[src/rtl/bfa_pkg.sv]
// ----------------------------------------------------------------------------
// bfa_pkg
// Shared constants and command/status types for the bitmap frame allocator.
// ----------------------------------------------------------------------------
package bfa_pkg;

    localparam int unsigned DEF_MAX_FRAMES = 65536;
    localparam int unsigned DEF_PAGE_BITS  = 12;

    localparam int unsigned CFG_W   = 17;
    localparam int unsigned ADDR_W  = 32;
    localparam int unsigned FADDR_W = 28;
    localparam int unsigned FREE_W  = 17;

    localparam logic [1:0] OP_ALLOC   = 2'd0;
    localparam logic [1:0] OP_FREE    = 2'd1;
    localparam logic [1:0] OP_RELEASE = 2'd2;
    localparam logic [1:0] OP_RESERVE = 2'd3;

    typedef struct packed {
        logic clear;
        logic start;
        logic wr;
        logic done;
    } bfa_cmd_t;

    typedef struct packed {
        logic clear_last;
        logic is_alloc;
        logic word_last;
    } bfa_status_t;

endpackage

[src/rtl/bfa_ctrl.sv]
// ----------------------------------------------------------------------------
// bfa_ctrl
// Sequencer: clearing pass after reset, then read/modify/write word walk.
// ----------------------------------------------------------------------------
module bfa_ctrl (
    input  logic                 clk,
    input  logic                 rst_n,
    input  logic                 in_valid,
    output logic                 in_stall,
    output logic                 out_valid,
    input  logic                 out_stall,
    input  bfa_pkg::bfa_status_t status,
    output bfa_pkg::bfa_cmd_t    cmd
);
    import bfa_pkg::*;

    localparam logic [2:0] S_CLEAR = 3'd0;
    localparam logic [2:0] S_IDLE  = 3'd1;
    localparam logic [2:0] S_READ  = 3'd2;
    localparam logic [2:0] S_WRITE = 3'd3;
    localparam logic [2:0] S_OUT   = 3'd4;

    logic [2:0] state_reg, state_next;
    logic       accept;

    assign in_stall  = (state_reg != S_IDLE);
    assign out_valid = (state_reg == S_OUT);
    assign accept    = in_valid && !in_stall;

    always_comb
    begin
        state_next = state_reg;
        cmd        = '0;
        case (state_reg)
            S_CLEAR:
            begin
                cmd.clear = 1'b1;
                if (status.clear_last)
                begin
                    state_next = S_IDLE;
                end
            end
            S_IDLE:
            begin
                if (accept)
                begin
                    cmd.start  = 1'b1;
                    state_next = S_READ;
                end
            end
            S_READ:
            begin
                state_next = S_WRITE;
            end
            S_WRITE:
            begin
                cmd.wr = 1'b1;
                if (status.word_last)
                begin
                    cmd.done   = 1'b1;
                    state_next = S_OUT;
                end
                else
                begin
                    state_next = S_READ;
                end
            end
            S_OUT:
            begin
                if (!out_stall)
                begin
                    state_next = S_IDLE;
                end
            end
            default:
            begin
                state_next = S_IDLE;
            end
        endcase
    end

    always_ff @(posedge clk or negedge rst_n)
    begin
        if (!rst_n)
        begin
            state_reg <= S_CLEAR;
        end
        else
        begin
            state_reg <= state_next;
        end
    end

    a_stall_busy: assert property (@(posedge clk) disable iff (!rst_n)
        (state_reg == S_WRITE) |-> in_stall) else $error("input taken mid-walk");
    a_out_hold: assert property (@(posedge clk) disable iff (!rst_n)
        (out_valid && out_stall) |=> out_valid) else $error("result dropped");
    a_start_idle: assert property (@(posedge clk) disable iff (!rst_n)
        cmd.start |-> (state_reg == S_IDLE)) else $error("start outside idle");

endmodule

[config.mk]
export PLATFORM = sky130hd
export DESIGN_NAME = bfa_ctrl
export DESIGN_NICKNAME = d
export VERILOG_FILES = /design/src/rtl/bfa_pkg.sv /design/src/rtl/bfa_ctrl.sv
export SDC_FILE = /design/constraint.sdc
export NUM_CORES = 1
export LEC_CHECK = 0
export BUFFER_PORTS_ARGS = -buffer_cell sky130_fd_sc_hd__buf_2
export CORE_AREA = 3 3 40 42
export DETAILED_ROUTE_END_ITERATION = 10
export DIE_AREA = 0 0 43 45
export GPL_TIMING_DRIVEN = 0
export PLACE_DENSITY = 0.35
export SYNTH_ARGS = -nofsm -noshare
export SYNTH_HDL_FRONTEND = slang
export SYNTH_SLANG_ARGS = --single-unit
[constraint.sdc]
create_clock -name clk -period 1.35 [get_ports clk]
set_input_delay 0.0675 -clock clk [delete_from_list [all_inputs] [get_ports clk]]
set_output_delay 0.0675 -clock clk [all_outputs]
set_load 0.005 [all_outputs]
==> results of run 1 <==
## layout make-up
class / count / area [µm²]
multi-input combinational: 15 / 118
buffer: 2 / 15.0
tap: 15 / 18.8
fill: 154 / 966
timing repair buffer: 12 / 65.1
clock buffer: 4 / 26.3
sequential: 3 / 76.3
## worst max-delay path, stage by stage (launching register included)
cell     delay [ps]
dfrtp_2         430
nor2b_4         150
and3_1          180
buf_4           120
buf_2           110
## what timing repair did
action | CTS | global route
resized for setup | 0 | 1
hold buffers | 1 | 0
endpoints found under the hold margin | 3 | 0
endpoints found under the setup margin | 0 | 1
## power breakdown
part | leakage [nW] | internal [mW] | switching [mW]
Clock | 0.0150 | 0.111 | 0.0458
Combinational | 0.115 | 0.191 | 0.131
Sequential | 0.0364 | 0.133 | 0.0533
## path summary, 6_finish.rpt
path,start,to,depth (start not counted)
max in group asynchronous,rst_n,state_reg[0],2
worst max register to register,state_reg[2],state_reg[2],2
worst min register to register,state_reg[1],state_reg[0],2
min in group asynchronous,rst_n,state_reg[2],2
worst min-delay path,status[0],state_reg[2],2
worst max-delay path,state_reg[0],cmd[0],4
## cells in the final DEF (no fill, tap or decap), types with 2 or more instances in the layout
master     n
dfrtp_1    2
buf_4      2
buf_2     11
clkbuf_4   3
## Yosys cell counts
| library cell | instances | area (µm²) |
|---|---|---|
| dfrtp_1 | 3 | 75.1 |
| buf_4 | 2 | 15.0 |
| a211oi_1 | 1 | 7.51 |
| a21bo_1 | 1 | 10.0 |
| a21oi_1 | 1 | 5.00 |
| a31o_1 | 1 | 8.76 |
| and2_1 | 1 | 6.26 |
| and3_1 | 1 | 6.26 |
| and3b_1 | 1 | 8.76 |
| and4bb_1 | 1 | 12.5 |
| nand2b_1 | 1 | 6.26 |
| nand3b_1 | 1 | 7.51 |
| nor2b_4 | 1 | 13.8 |
| nor3_1 | 1 | 5.00 |
| nor3b_1 | 1 | 7.51 |
| nor4_1 | 1 | 6.26 |
| or2_1 | 1 | 6.26 |
## routing by layer
metal | vias up | part of all wire, % | global-route usage, %
met3 | 2 | 9.4 | 3.19
met1 | 93 | 42 | 6.08
met5 | - | 0 | 0
met4 | 0 | 3.1 | 7.23
met2 | 9 | 45 | 8.38
li1 | 104 | - | -
## kinds of logic (layout without fill, tap and decap cells)
group / after synthesis / in the layout / share of synthesized area (%)
and+or+nand+nor: 11 / 11 / 41.6
buffers and inverters: 2 / 18 / 7.23
AOI/OAI and AO/OA: 4 / 4 / 15.1
DFF: 3 / 3 / 36.1
==> metrics, run 1 <==
Post-Syn Area 208 µm²; GRT overflow 0; Setup crit start kind flip-flop; Final ANT Viol Nets 0; post-route insts no fill 51; CTS tree done; Die Y 45 µm; DP Worst Slack 269 ps; Critical Path RT roughly 1300 ps; period utilization 96.0%; peak supply drop about 670 µV; clock-pin transition on the worst setup and hold timing paths roughly 40 ps; max FFs per register 3; core box area 1280 µm²; hold_ws about 110 ps; P_leak between 0.15 and 0.2 nW; Final Util about a quarter; first-pass GRT wire length 800 µm; Hold Path Class primary input to flip-flop; Worst-Margin Slew between 200 and 250 ps; Rel. slew slack between 80% and 90%; Placed Instance Area 282 µm²; initial DRC count 0; post-synthesis cell count 20; CTS Buf Count 3; pwr/cell area between 2000 and 2500 nW/µm²; gpl congestion roughly 0.6; Crit Path Max Fanout 7; Ys Warns 0; first drt pass iteration count 1; Final Hold Fails 0; Final nets 44; Post CTS Setup Buffer Count 0; fin area approximately 320 µm²; chip width around 43 µm; outcome completed; number of top-level pins 13; Vias/cell slightly above 4; WL per Instance 9.57 µm; # H-tree levels 1; port bufs 11; Slew Limit Fails 0; kind of critical path flip-flop to output port; setup ws final 53.3 ps; reg-to-reg slack, setup between 300 and 400 ps; drt total wl ~490 µm; vias in the first global route ~190; clk sinks 3; clock root buffer master clkbuf_4; Fin Setup TNS 0 ps; synthesized flop and latch total 3; crit path capture type output port; clk_lat worst skew about 230 ps; min cycle time layout around 1300 ps; Clock Skews around 1.8 ps; fraction of layout cells with a size suffix above 1 ~50%; initial antenna violation count 0; Seq/Total Area, Yosys 36.1%; ANT cells 0; Tot GR Track Use 6.10%; DIE AREA just under 2000 µm²; largest net degree at the start of global routing 11; Tot Pwr roughly 0.67 mW; Initial Util ~16%; Worst EP arrival approximately 1200 ps; final setup vio count 0; placed instance count 46; Detailed Place HPWL between 300 and 400 µm; Clock Path Buffers 2; DR DRC count 0; Area Overhead vs Synth 53.6%; max-cap violations 0; vias 208; Max Fclk about 0.77 GHz; post-synth cell types 17; Mapped Nets 27; unrepaired setup endpoints after global routing false; syn avg cell area approximately 10 µm²; # rows 13
No activity file was read; power rests on OpenSTA's default activity.
==> run 2: changes to the inputs <==
==> constraint.sdc (replaced) <==
create_clock -name clk -period 1.35 [get_ports clk]
set_input_delay 0.405 -clock clk [delete_from_list [all_inputs] [get_ports clk]]
set_output_delay 0.405 -clock clk [all_outputs]
set_load 0.005 [all_outputs]
==> metrics, run 2 (synthesis gave the netlist of run 1 again) <==
first-pass GRT wire length 917 µm (+15%); failing checks setup timing; Area Overhead vs Synth 78.9%; port bufs 11 (unchanged); post-route insts no fill 53 (+3.9%); fin area 372 µm² (+16%); area of the multi-input gates 130 µm² (+11%); Placed Instance Area 282 µm² (unchanged); Final nets 46 (+4.5%); clock-pin transition on the worst setup and hold timing paths 40 ps (about the same); largest net degree at the start of global routing 11 (unchanged); unrepaired setup endpoints after global routing true; DIE AREA 1940 µm² (unchanged); end point of the critical path cmd[1]; Clock Path Buffers 2 (unchanged); clk sinks 3 (unchanged); Reg2Reg Capture Point state_reg[2]; P_leak 0.185 nW (+11%); Critical Path RT 950 ps (-330 ps); Worst-Margin Slew 230 ps (+0.749 ps); commonest non-fill, non-tap cell in the layout buf_2; outcome complete, but fails checks; Max Fclk 0.655 GHz (-15%); Clock Skews 1.80 ps (-0.00251 ps); drt total wl 583 µm (+19%); # rows 13 (unchanged); Detailed Place HPWL 380 µm (unchanged); pwr/cell area 2220 nW/µm² (+6.3%); number of top-level pins 13 (unchanged); clk_lat worst skew 230 ps (about the same); setup ws final -177 ps (-230 ps); crit path capture type output port; Seq pwr share 20.2% (-7.8 points); combinational power share 60.8% (+12 points); DR DRC count 0 (unchanged); Worst EP arrival 1120 ps (-110 ps); Final Hold Fails 0 (unchanged); core box area 1280 µm² (unchanged); CTS tree done; kind of critical path flip-flop to output port; NetSw 0.275 mW (+20%); Worst R2R Path Depth 3 (+1); Vias/cell 4.13 (+1.3%); Setup crit start kind flip-flop; Worst Setup SP state_reg[2]; Crit Path Max Fanout 5 (-2); Initial Util 16.2% (unchanged); worst r2r src state_reg[2]; first drt pass iteration count 1 (unchanged); fraction of layout cells with a size suffix above 1 63.2% (+13 points); Hold Path Class primary input to flip-flop; vias in the first global route 222 (+14%); chip width 43 µm (unchanged); reg-to-reg slack, setup 250 ps (-100 ps); clock root buffer master clkbuf_4; Rel. slew slack 84.5% (about the same); initial antenna violation count 0 (unchanged); final setup vio count 6 (+6); # H-tree levels 1 (unchanged); ANT cells 0 (unchanged); period utilization 113% (+17 points); vias 219 (+5.3%); commonest cells after routing, fill and taps aside buf_2 (9), buf_6 (5), clkbuf_4 (3); WL per Instance 11.0 µm (+15%); Clock Power Share 19.0% (-4.5 points); peak supply drop 785 µV (+17%); initial DRC count 0 (unchanged); gpl congestion 0.613 (unchanged); cell internal pwr 0.549 mW (+26%); Slew Limit Fails 0 (unchanged); sw frac 33.4% (-1.2 points); Tot GR Track Use 6.85% (+0.75 points); CTS Buf Count 3 (unchanged); max FFs per register 3 (unchanged); placed instance count 46 (unchanged); Fillers 153 (-0.65%); min cycle time layout 1530 ps (+230 ps); max-cap violations 0 (unchanged); GRT overflow 0 (unchanged); Die Y 45 µm (unchanged); Sequential Area 77.6 µm² (+1.6%); Final ANT Viol Nets 0 (unchanged)
run 2: power groups by stage:
stage                     clock network [mW]  logic, mW  registers [mW]
after floorplan                            0      0.223           0.170
final                                  0.156      0.501           0.167
after detailed placement                   0      0.327           0.183
after CTS                              0.167      0.440           0.163
after global placement                     0      0.330           0.186
after global routing                   0.177      0.552           0.174
run 2: critical path, cell delays in order, from the launching register on:
cell and delay, ps:
dfrtp_2 420, nor2b_4 160, buf_6 110, and2_4 120
buf_6 80
run 2: layout make-up:
| class | instances | share of cell area, % |
|---|---|---|
| Tap cell | 15 | 5.05 |
| Clock buffer | 4 | 7.07 |
| Timing Repair Buffer | 15 | 29.0 |
| Buffer | 1 | 3.03 |
| Multi-Input combinational cell | 15 | 35.0 |
| Sequential cell | 3 | 20.9 |
run 2: worst min-delay path by stage:
stage / from / end / slack [ps] / cells after the start
2_1_floorplan: rst_n / state_reg[0] / 110 / 0
3_3_place_gp: rst_n / state_reg[0] / 200 / 1
3_5_place_dp: rst_n / state_reg[1] / 200 / 1
4_1_cts: status[0] / state_reg[2] / 440 / 2
5_1_grt: status[0] / state_reg[2] / 450 / 2
6_report: status[0] / state_reg[2] / 450 / 2
run 2: layer usage:
metal,wire length (µm),part of all wire [%],vias to the layer above,GRT usage [%]
met2,290,50,9,10.5
met1,230,39,98,6.57
met5,0,0,-,0
met4,15,2.6,0,7.23
li1,-,-,110,-
met3,46,7.9,2,3.19
run 2: timing repair:
item / 4_1_cts / 5_1_grt
endpoints found under the hold margin: 3 / 0
pin swaps: 2 / 1
endpoints found under the setup margin: 6 / 6
hold buffers: 1 / 0
resized for setup: 5 / 5
setup buffers: 3 / 0
run 2: metrics by stage:
step	setup WS, ps	hold WS, ps	TNS (ps)	total power, mW	utilization [%]
floorplan	97.1	109	0	0.393	-
global placement	-77.0	200	-77.0	0.516	21.9
detailed placement	-68.6	202	-68.6	0.510	21.9
CTS	-179	438	-926	0.770	27.2
global route	-240	447	-1210	0.903	28.9
finish	-177	448	-851	0.824	28.9
